`config.mk`:
```
export PLATFORM = sky130hd
export DESIGN_NAME = scancode_set1_ascii_decoder_core
export DESIGN_NICKNAME = d
export VERILOG_FILES = /design/src/sc1dec_pkg.sv /design/src/scancode_set1_ascii_decoder_core.sv
export SDC_FILE = /design/constraint.sdc
export NUM_CORES = 1
export LEC_CHECK = 0
export ABC_AREA = 0
export BUFFER_PORTS_ARGS = -buffer_cell sky130_fd_sc_hd__buf_2
export CORE_UTILIZATION = 49
export CTS_CLUSTER_DIAMETER = 120
export CTS_CLUSTER_SIZE = 14
export DETAILED_ROUTE_END_ITERATION = 10
export PLACE_DENSITY = 0.75
export SLEW_MARGIN = 20
export SYNTH_ARGS = -nofsm -noshare
export SYNTH_HDL_FRONTEND = slang
export SYNTH_SLANG_ARGS = --single-unit
```
`constraint.sdc`:
```
create_clock -name clk -period 5.4 [get_ports clk]
set_input_delay 1.08 -clock clk [delete_from_list [all_inputs] [get_ports clk]]
set_output_delay 1.08 -clock clk [all_outputs]
set_load 0.1 [all_outputs]
```
`src/sc1dec_pkg.sv`:
```
`timescale 1ns / 1ps
// ----------------------------------------------------------------------------
// sc1dec_pkg
// Scan code set 1 constants, modifier mask update and US layout lookup
// ----------------------------------------------------------------------------
package sc1dec_pkg;

  typedef logic [7:0] scan_code_t;
  typedef logic [7:0] mod_mask_t;
  typedef logic [6:0] ascii_t;

  // scan codes with special meaning
  localparam scan_code_t SC_PREFIX_E0  = 8'hE0;
  localparam scan_code_t SC_LSHIFT_MK  = 8'h2A;
  localparam scan_code_t SC_LSHIFT_BRK = 8'hAA;
  localparam scan_code_t SC_RSHIFT_MK  = 8'h36;
  localparam scan_code_t SC_RSHIFT_BRK = 8'hB6;
  localparam scan_code_t SC_CTRL_MK    = 8'h1D;
  localparam scan_code_t SC_CTRL_BRK   = 8'h9D;
  localparam scan_code_t SC_ALT_MK     = 8'h38;
  localparam scan_code_t SC_ALT_BRK    = 8'hB8;

  // bit positions in the modifier mask
  localparam int unsigned MB_LSHIFT = 7;
  localparam int unsigned MB_RSHIFT = 6;
  localparam int unsigned MB_LCTRL  = 5;
  localparam int unsigned MB_RCTRL  = 4;
  localparam int unsigned MB_LALT   = 3;
  localparam int unsigned MB_RALT   = 2;
  localparam int unsigned MB_E0     = 1;

  // modifier mask after one scan code byte
  function automatic mod_mask_t next_mask(mod_mask_t m, scan_code_t code);
    mod_mask_t r;
    r = m;
    if (!m[MB_E0]) begin
      unique case (code)
        SC_LSHIFT_MK:  r[MB_LSHIFT] = 1'b1;
        SC_LSHIFT_BRK: r[MB_LSHIFT] = 1'b0;
        SC_RSHIFT_MK:  r[MB_RSHIFT] = 1'b1;
        SC_RSHIFT_BRK: r[MB_RSHIFT] = 1'b0;
        SC_CTRL_MK:    r[MB_LCTRL]  = 1'b1;
        SC_CTRL_BRK:   r[MB_LCTRL]  = 1'b0;
        SC_ALT_MK:     r[MB_LALT]   = 1'b1;
        SC_ALT_BRK:    r[MB_LALT]   = 1'b0;
        SC_PREFIX_E0:  r[MB_E0]     = 1'b1;
        default:       r = m;
      endcase
    end else begin
      // extended key: only right ctrl / right alt move, prefix always drops
      unique case (code)
        SC_CTRL_MK:  r[MB_RCTRL] = 1'b1;
        SC_CTRL_BRK: r[MB_RCTRL] = 1'b0;
        SC_ALT_MK:   r[MB_RALT]  = 1'b1;
        SC_ALT_BRK:  r[MB_RALT]  = 1'b0;
        default:     r = m;
      endcase
      r[MB_E0] = 1'b0;
    end
    r[0] = 1'b0;
    return r;
  endfunction

  // unshifted US layout, 0 where there is no printable mapping
  function automatic ascii_t plain_char(scan_code_t code);
    ascii_t c;
    unique case (code)
      8'h02: c = 7'h31;  8'h03: c = 7'h32;  8'h04: c = 7'h33;  8'h05: c = 7'h34;
      8'h06: c = 7'h35;  8'h07: c = 7'h36;  8'h08: c = 7'h37;  8'h09: c = 7'h38;
      8'h0A: c = 7'h39;  8'h0B: c = 7'h30;  8'h0C: c = 7'h2D;  8'h0D: c = 7'h3D;
      8'h10: c = 7'h71;  8'h11: c = 7'h77;  8'h12: c = 7'h65;  8'h13: c = 7'h72;
      8'h14: c = 7'h74;  8'h15: c = 7'h79;  8'h16: c = 7'h75;  8'h17: c = 7'h69;
      8'h18: c = 7'h6F;  8'h19: c = 7'h70;  8'h1A: c = 7'h5B;  8'h1B: c = 7'h5D;
      8'h1C: c = 7'h0A;
      8'h1E: c = 7'h61;  8'h1F: c = 7'h73;  8'h20: c = 7'h64;  8'h21: c = 7'h66;
      8'h22: c = 7'h67;  8'h23: c = 7'h68;  8'h24: c = 7'h6A;  8'h25: c = 7'h6B;
      8'h26: c = 7'h6C;  8'h27: c = 7'h3B;  8'h28: c = 7'h27;  8'h29: c = 7'h60;
      8'h2B: c = 7'h5C;
      8'h2C: c = 7'h7A;  8'h2D: c = 7'h78;  8'h2E: c = 7'h63;  8'h2F: c = 7'h76;
      8'h30: c = 7'h62;  8'h31: c = 7'h6E;  8'h32: c = 7'h6D;  8'h33: c = 7'h2C;
      8'h34: c = 7'h2E;  8'h35: c = 7'h2F;  8'h39: c = 7'h20;
      default: c = 7'h00;
    endcase
    return c;
  endfunction

  // shifted US layout
  function automatic ascii_t shift_char(scan_code_t code);
    ascii_t c;
    unique case (code)
      8'h02: c = 7'h21;  8'h03: c = 7'h40;  8'h04: c = 7'h23;  8'h05: c = 7'h24;
      8'h06: c = 7'h25;  8'h07: c = 7'h5E;  8'h08: c = 7'h26;  8'h09: c = 7'h2A;
      8'h0A: c = 7'h28;  8'h0B: c = 7'h29;  8'h0C: c = 7'h5F;  8'h0D: c = 7'h2B;
      8'h10: c = 7'h51;  8'h11: c = 7'h57;  8'h12: c = 7'h45;  8'h13: c = 7'h52;
      8'h14: c = 7'h54;  8'h15: c = 7'h59;  8'h16: c = 7'h55;  8'h17: c = 7'h49;
      8'h18: c = 7'h4F;  8'h19: c = 7'h50;  8'h1A: c = 7'h7B;  8'h1B: c = 7'h7D;
      8'h1C: c = 7'h0A;
      8'h1E: c = 7'h41;  8'h1F: c = 7'h53;  8'h20: c = 7'h44;  8'h21: c = 7'h46;
      8'h22: c = 7'h47;  8'h23: c = 7'h48;  8'h24: c = 7'h4A;  8'h25: c = 7'h4B;
      8'h26: c = 7'h4C;  8'h27: c = 7'h3A;  8'h28: c = 7'h22;  8'h29: c = 7'h7E;
      8'h2B: c = 7'h7C;
      8'h2C: c = 7'h5A;  8'h2D: c = 7'h58;  8'h2E: c = 7'h43;  8'h2F: c = 7'h56;
      8'h30: c = 7'h42;  8'h31: c = 7'h4E;  8'h32: c = 7'h4D;  8'h33: c = 7'h3C;
      8'h34: c = 7'h3E;  8'h35: c = 7'h3F;  8'h39: c = 7'h20;
      default: c = 7'h00;
    endcase
    return c;
  endfunction

endpackage

```
`src/scancode_set1_ascii_decoder_core.sv`:
```
`timescale 1ns / 1ps
// ----------------------------------------------------------------------------
// scancode_set1_ascii_decoder_core
// Set-1 scan code to ASCII decoder with shift/ctrl/alt and E0 prefix tracking
// ----------------------------------------------------------------------------
// Takes one scan code byte per item and returns one result per item: the
// ASCII character from a US layout (0 for break codes, modifiers and keys
// without a printable mapping) and the modifier mask after that byte. The
// block sustains one item per clock when the output side is not stalled. An
// accepted byte is held in the input register; the modifier register and
// the result register then load together once the result register is free
// or drains, and the result is presented from the result register. The
// rate is set by the modifier register, which closes its update loop through
// the mask update logic once per cycle.
// ----------------------------------------------------------------------------
module scancode_set1_ascii_decoder_core (
  input  logic                     clk,
  input  logic                     rst_n,
  input  logic                     in_valid,
  output logic                     in_ready,
  input  sc1dec_pkg::scan_code_t   in_scan_code,
  output logic                     out_valid,
  input  logic                     out_ready,
  output sc1dec_pkg::ascii_t       out_ascii_char,
  output sc1dec_pkg::mod_mask_t    out_modifier_mask
);
  import sc1dec_pkg::*;

  logic        a_valid_r, a_valid_nxt;
  scan_code_t  a_code_r;
  mod_mask_t   mask_r, mask_nxt;
  logic        o_valid_r, o_valid_nxt;
  ascii_t      o_char_r, o_char_nxt;
  mod_mask_t   o_mask_r;
  logic        adv;
  logic        in_acc;

  // handshake: the input stage advances when the result register is free or drains
  assign adv      = a_valid_r && (!o_valid_r || out_ready);
  assign in_ready = !a_valid_r || adv;
  assign in_acc   = in_valid && in_ready;

  // mask update and character lookup for the item in the input register
  always_comb begin
    mask_nxt    = next_mask(mask_r, a_code_r);
    o_char_nxt  = (mask_nxt[MB_LSHIFT] || mask_nxt[MB_RSHIFT]) ?
                  shift_char(a_code_r) : plain_char(a_code_r);
    a_valid_nxt = in_acc || (a_valid_r && !adv);
    o_valid_nxt = adv || (o_valid_r && !out_ready);
  end

  // control state
  always_ff @(posedge clk) begin
    if (!rst_n) begin
      a_valid_r <= 1'b0;
      o_valid_r <= 1'b0;
      mask_r    <= '0;
    end else begin
      a_valid_r <= a_valid_nxt;
      o_valid_r <= o_valid_nxt;
      if (adv) begin
        mask_r <= mask_nxt;
      end
    end
  end

  // payload registers
  always_ff @(posedge clk) begin
    if (in_acc) begin
      a_code_r <= in_scan_code;
    end
    if (adv) begin
      o_char_r <= o_char_nxt;
      o_mask_r <= mask_nxt;
    end
  end

  assign out_valid         = o_valid_r;
  assign out_ascii_char    = o_char_r;
  assign out_modifier_mask = o_mask_r;

`ifndef SYNTH
  // the low mask bit never carries anything
  a_mask_bit0 : assert property (@(posedge clk) disable iff (!rst_n)
    out_valid |-> !out_modifier_mask[0])
    else $error("modifier mask bit 0 set");

  // an unprefixed E0 byte leaves the prefix pending
  a_prefix_set : assert property (@(posedge clk) disable iff (!rst_n)
    (adv && a_code_r == SC_PREFIX_E0 && !mask_r[MB_E0]) |=> mask_r[MB_E0])
    else $error("E0 prefix not recorded");

  // any byte after a pending prefix clears it
  a_prefix_clr : assert property (@(posedge clk) disable iff (!rst_n)
    (adv && mask_r[MB_E0]) |=> !mask_r[MB_E0])
    else $error("E0 prefix not cleared");

  // break codes never produce a character
  a_break_zero : assert property (@(posedge clk) disable iff (!rst_n)
    (adv && a_code_r[7]) |=> (out_ascii_char == '0))
    else $error("break code produced a character");

  // input stalls only when both stages are full and the output is held
  a_stall_cause : assert property (@(posedge clk) disable iff (!rst_n)
    !in_ready |-> (a_valid_r && o_valid_r && !out_ready))
    else $error("input stalled without cause");
`endif

endmodule
```
==> summary.md <==
| Metric | Value |
|---|---|
| Sw Ratio | about a third |
| Slew Limit Fails | 0 |
| # port buffers | 27 |
| CTS buffer count | 5 |
| Pre-CTS WS | 1.61 ns |
| Chip Height | 81.0 um |
| Vias in the first global route | between 2000 and 2500 |
| Top cells by area, synth | edfxtp_1 22%, dfxtp_1 15%, ha_1 5.3% |
| Initial core utilization | 51.1% |
| Worst-Margin Slew | about 1 ns |
| Min-delay src | mask_r[3] |
| Routed WL per cell | about 17 um |
| TritonCTS clock tree | done |
| CP top delay family | compound AO/OA/AOI/OAI gates |
| 1st-pass router iterations | 5 |
| First-pass GRT wire length | 11.7 mm |
| Status | completed |
| HPWL after DPL | between 4 and 5 mm |
| H-tree depth | 2 |
| Max FO, Critical Path | 16 |
| CP bufs+invs | 2 |
| Register area | between 0.001 and 0.0015 mm2 |
| Hold slack | between 0.4 and 0.5 ns |
| Total of max-cap violations | 0 |
| Max-slew headroom at the worst pin | a little under a third |
| Int Power | around 0.60 mW |
| Met2 Resource Use GR | 36.3% |
| RR Startpoint | a_valid_r |
| Overflow after GRT | 0 |
| Sw Pwr | 0.287 mW |
| P&R area growth vs syn | 7.27% |
| Clock period minus worst slack | between 3 and 4 ns |
| Residual DRC | 0 |
| Reg clk slew, reported paths | roughly 0.080 ns |
| Synth warnings | 0 |
| Cells after Synth | 330 |
| Core area | roughly 0.006 mm2 |
| CP Launch Point | out_ready |
| Gate power share | between 20% and 30% |
| Post-synth top area cell | edfxtp_1 |
| Peak VDD IR | between 0.1 and 0.15 mV |
| GPL Wtd Cong | 0.957 |
| Part of the cycle the worst path needs | approximately 66% |
| Netlist Area Pre-Place | approximately 0.0031 mm2 |
| Power Density | between 200 and 300 mW/mm2 |
| Crit start category | input pin |
| Final core area utilization | 54.8% |
| Vias after detailed routing | between 2000 and 3000 |
| Commonest cells in the netlist | 36 x nand2_1, 28 x nor2_1, 23 x dfxtp_1 |
| Post-synthesis sequential area ratio | a little over a third |
| ANT nets after route | 0 |
| Initial DRC Count | 199 |
| Sequential share of power | around 45% |
| Area occupied by multi-input gates | approximately 0.0018 mm2 |
| CTS root buffer | clkbuf_8 |
| Most used DFF post-synth | dfxtp_1 |
| Rows | 28 |
| Share of cells above drive strength 1 | between 10% and 20% |
| Req. time, crit path | 5.57 ns |
| Peak Freq | 0.282 GHz |
| Clk_lat worst skew | around 0.29 ns |
| Final setup viols | 0 |
| GRT Max-Usage Layer | met2 |
| Total Die Area | roughly 0.0066 mm2 |
| Unique masters post-synth | 74 |
| Non-Filler Instances | between 400 and 500 |
| Mean Syn Cell Area | around 9.3 um2 |
| DP Cell Count | 413 |
| Met3 usage | 3.82% |
| Final hold violations | 0 |
| Final WS setup | around 1.9 ns |
| Number of enable flip-flop cells after synthesis | 22 |
| Final setup TNS | 0 ns |
| Post-CTS Resized | 0 |
| Clock sink total | 45 |
| Fin nets | 370 |
| Tot GR Track Use | 23.3% |
| Die Wd | between 80 and 90 um |
| RSZ-0062 raised after global routing | no |
| CTS max path bufs | 2 |
| Worst Hold Class | reg -> reg |
| Initial antenna violation count | 0 |
| Vias per inst | between 6 and 7 |
| Clock power frac | 27.5% |
| Seq cells post-synth | between 40 and 50 |
| CTS Hold Bufs | 0 |
| Largest net degree at the start of global routing | 25 |
| Final Skew | ~0.0065 ns |
| Post-Syn Nets | between 300 and 400 |
| CP max stage cell | o211ai_2 |
| Critical-path cell list | buf_2 -> and3b_1 -> o211ai_2 -> inv_1 -> ha_1 -> mux2i_1 -> o32a_1 -> o32ai_1 -> or3_1 |
| Asr flop ratio synth | 0% |
| Top cell type's share of synthesized area | between 20 and 25% |
| Diode count | 0 |
| Total I/O pin count | 29 |
| Slowest cell delay on critical path | 0.67 ns |
| Static Leak | around 1.2 nW |
| Post-CTS Setup Bufs | 0 |
| Critical setup path kind | in -> reg |
| Crit path DAT | approximately 3.7 ns |
| Fill cells | between 500 and 600 |
| Routed wire length | ~7.1 mm |
| Crit. End Element | flop |
| Top-count cell post-synth | nand2_1 |
| GR Util met1 | between 30% and 40% |
## cell type report
| cell class | count | share of cell area (%) |
|---|---|---|
| clock buffer | 6 | 2.21 |
| clock inverter | 2 | 1.07 |
| inverter | 11 | 1.56 |
| multi-input combinational | 255 | 54.1 |
| sequential | 45 | 34.1 |
| tap | 75 | 2.86 |
| timing repair buffer | 27 | 4.11 |
## per-layer routing
layer | vias up | part of all wire, %
met5 | - | 0
met4 | 0 | 2.1
met3 | 14 | 7.8
met2 | 131 | 46
met1 | 1192 | 45
li1 | 1259 | -
## cell families (layout without fill, tap and decap cells)
| kind of cell | Yosys count | after routing | synth area share, % |
|---|---|---|---|
| simple gates | 127 | 127 | 22.7 |
| compound gates | 91 | 91 | 21.9 |
| mux | 18 | 18 | 6.50 |
| buf+inv | 30 | 46 | 5.39 |
| flops | 45 | 45 | 36.6 |
| fa+ha+maj | 13 | 13 | 5.31 |
| other cells | 1 | 1 | 0.122 |
| xor+xnor | 5 | 5 | 1.43 |
## layout by cell type (no fill, tap or decap), types with 5 or more instances in the layout
master and instances:
edfxtp_1 22, nand2b_1 9, nand3_1 11, buf_2 27
nor3_1 8, dfxtp_1 23, nor2_1 28, ha_1 13
o21ai_0 18, clkbuf_8 5, a211oi_1 5, o211ai_1 5
inv_1 6, a21oi_1 15, nand4b_1 7, mux2i_1 15
nand2_1 36
## worst register-to-register path: stages (launching register included)
cell	delay, ns
dfxtp_1	0.38
and3b_1	0.40
o211ai_2	0.67
inv_1	0.35
ha_1	0.37
mux2i_1	0.20
o32a_1	0.17
o32ai_1	0.07
or3_1	0.31
## power by group through the flow
stage	sequential, mW	combinational (mW)	clock (mW)
2_1_floorplan	0.444	0.154	0
3_3_place_gp	0.409	0.236	0
3_5_place_dp	0.410	0.234	0
4_1_cts	0.402	0.235	0.249
5_1_grt	0.405	0.260	0.265
6_report	0.402	0.240	0.244
## per-stage QoR
stage / total power [mW] / area (um2)
2_1_floorplan: 0.599 / 3060
3_3_place_gp: 0.645 / 3180
3_5_place_dp: 0.644 / 3180
4_1_cts: 0.887 / 3280
5_1_grt: 0.930 / 3280
6_report: 0.886 / 3280
## final timing paths
check	endpoint	slack (ns)	cells past startpoint
worst min register to register	mask_r[3]	0.47	2
worst max register to register	flop	2.35	8
worst max-delay path	flop	1.85	9
worst min-delay path	mask_r[3]	0.47	2
No activity file was read; power rests on OpenSTA's default activity.
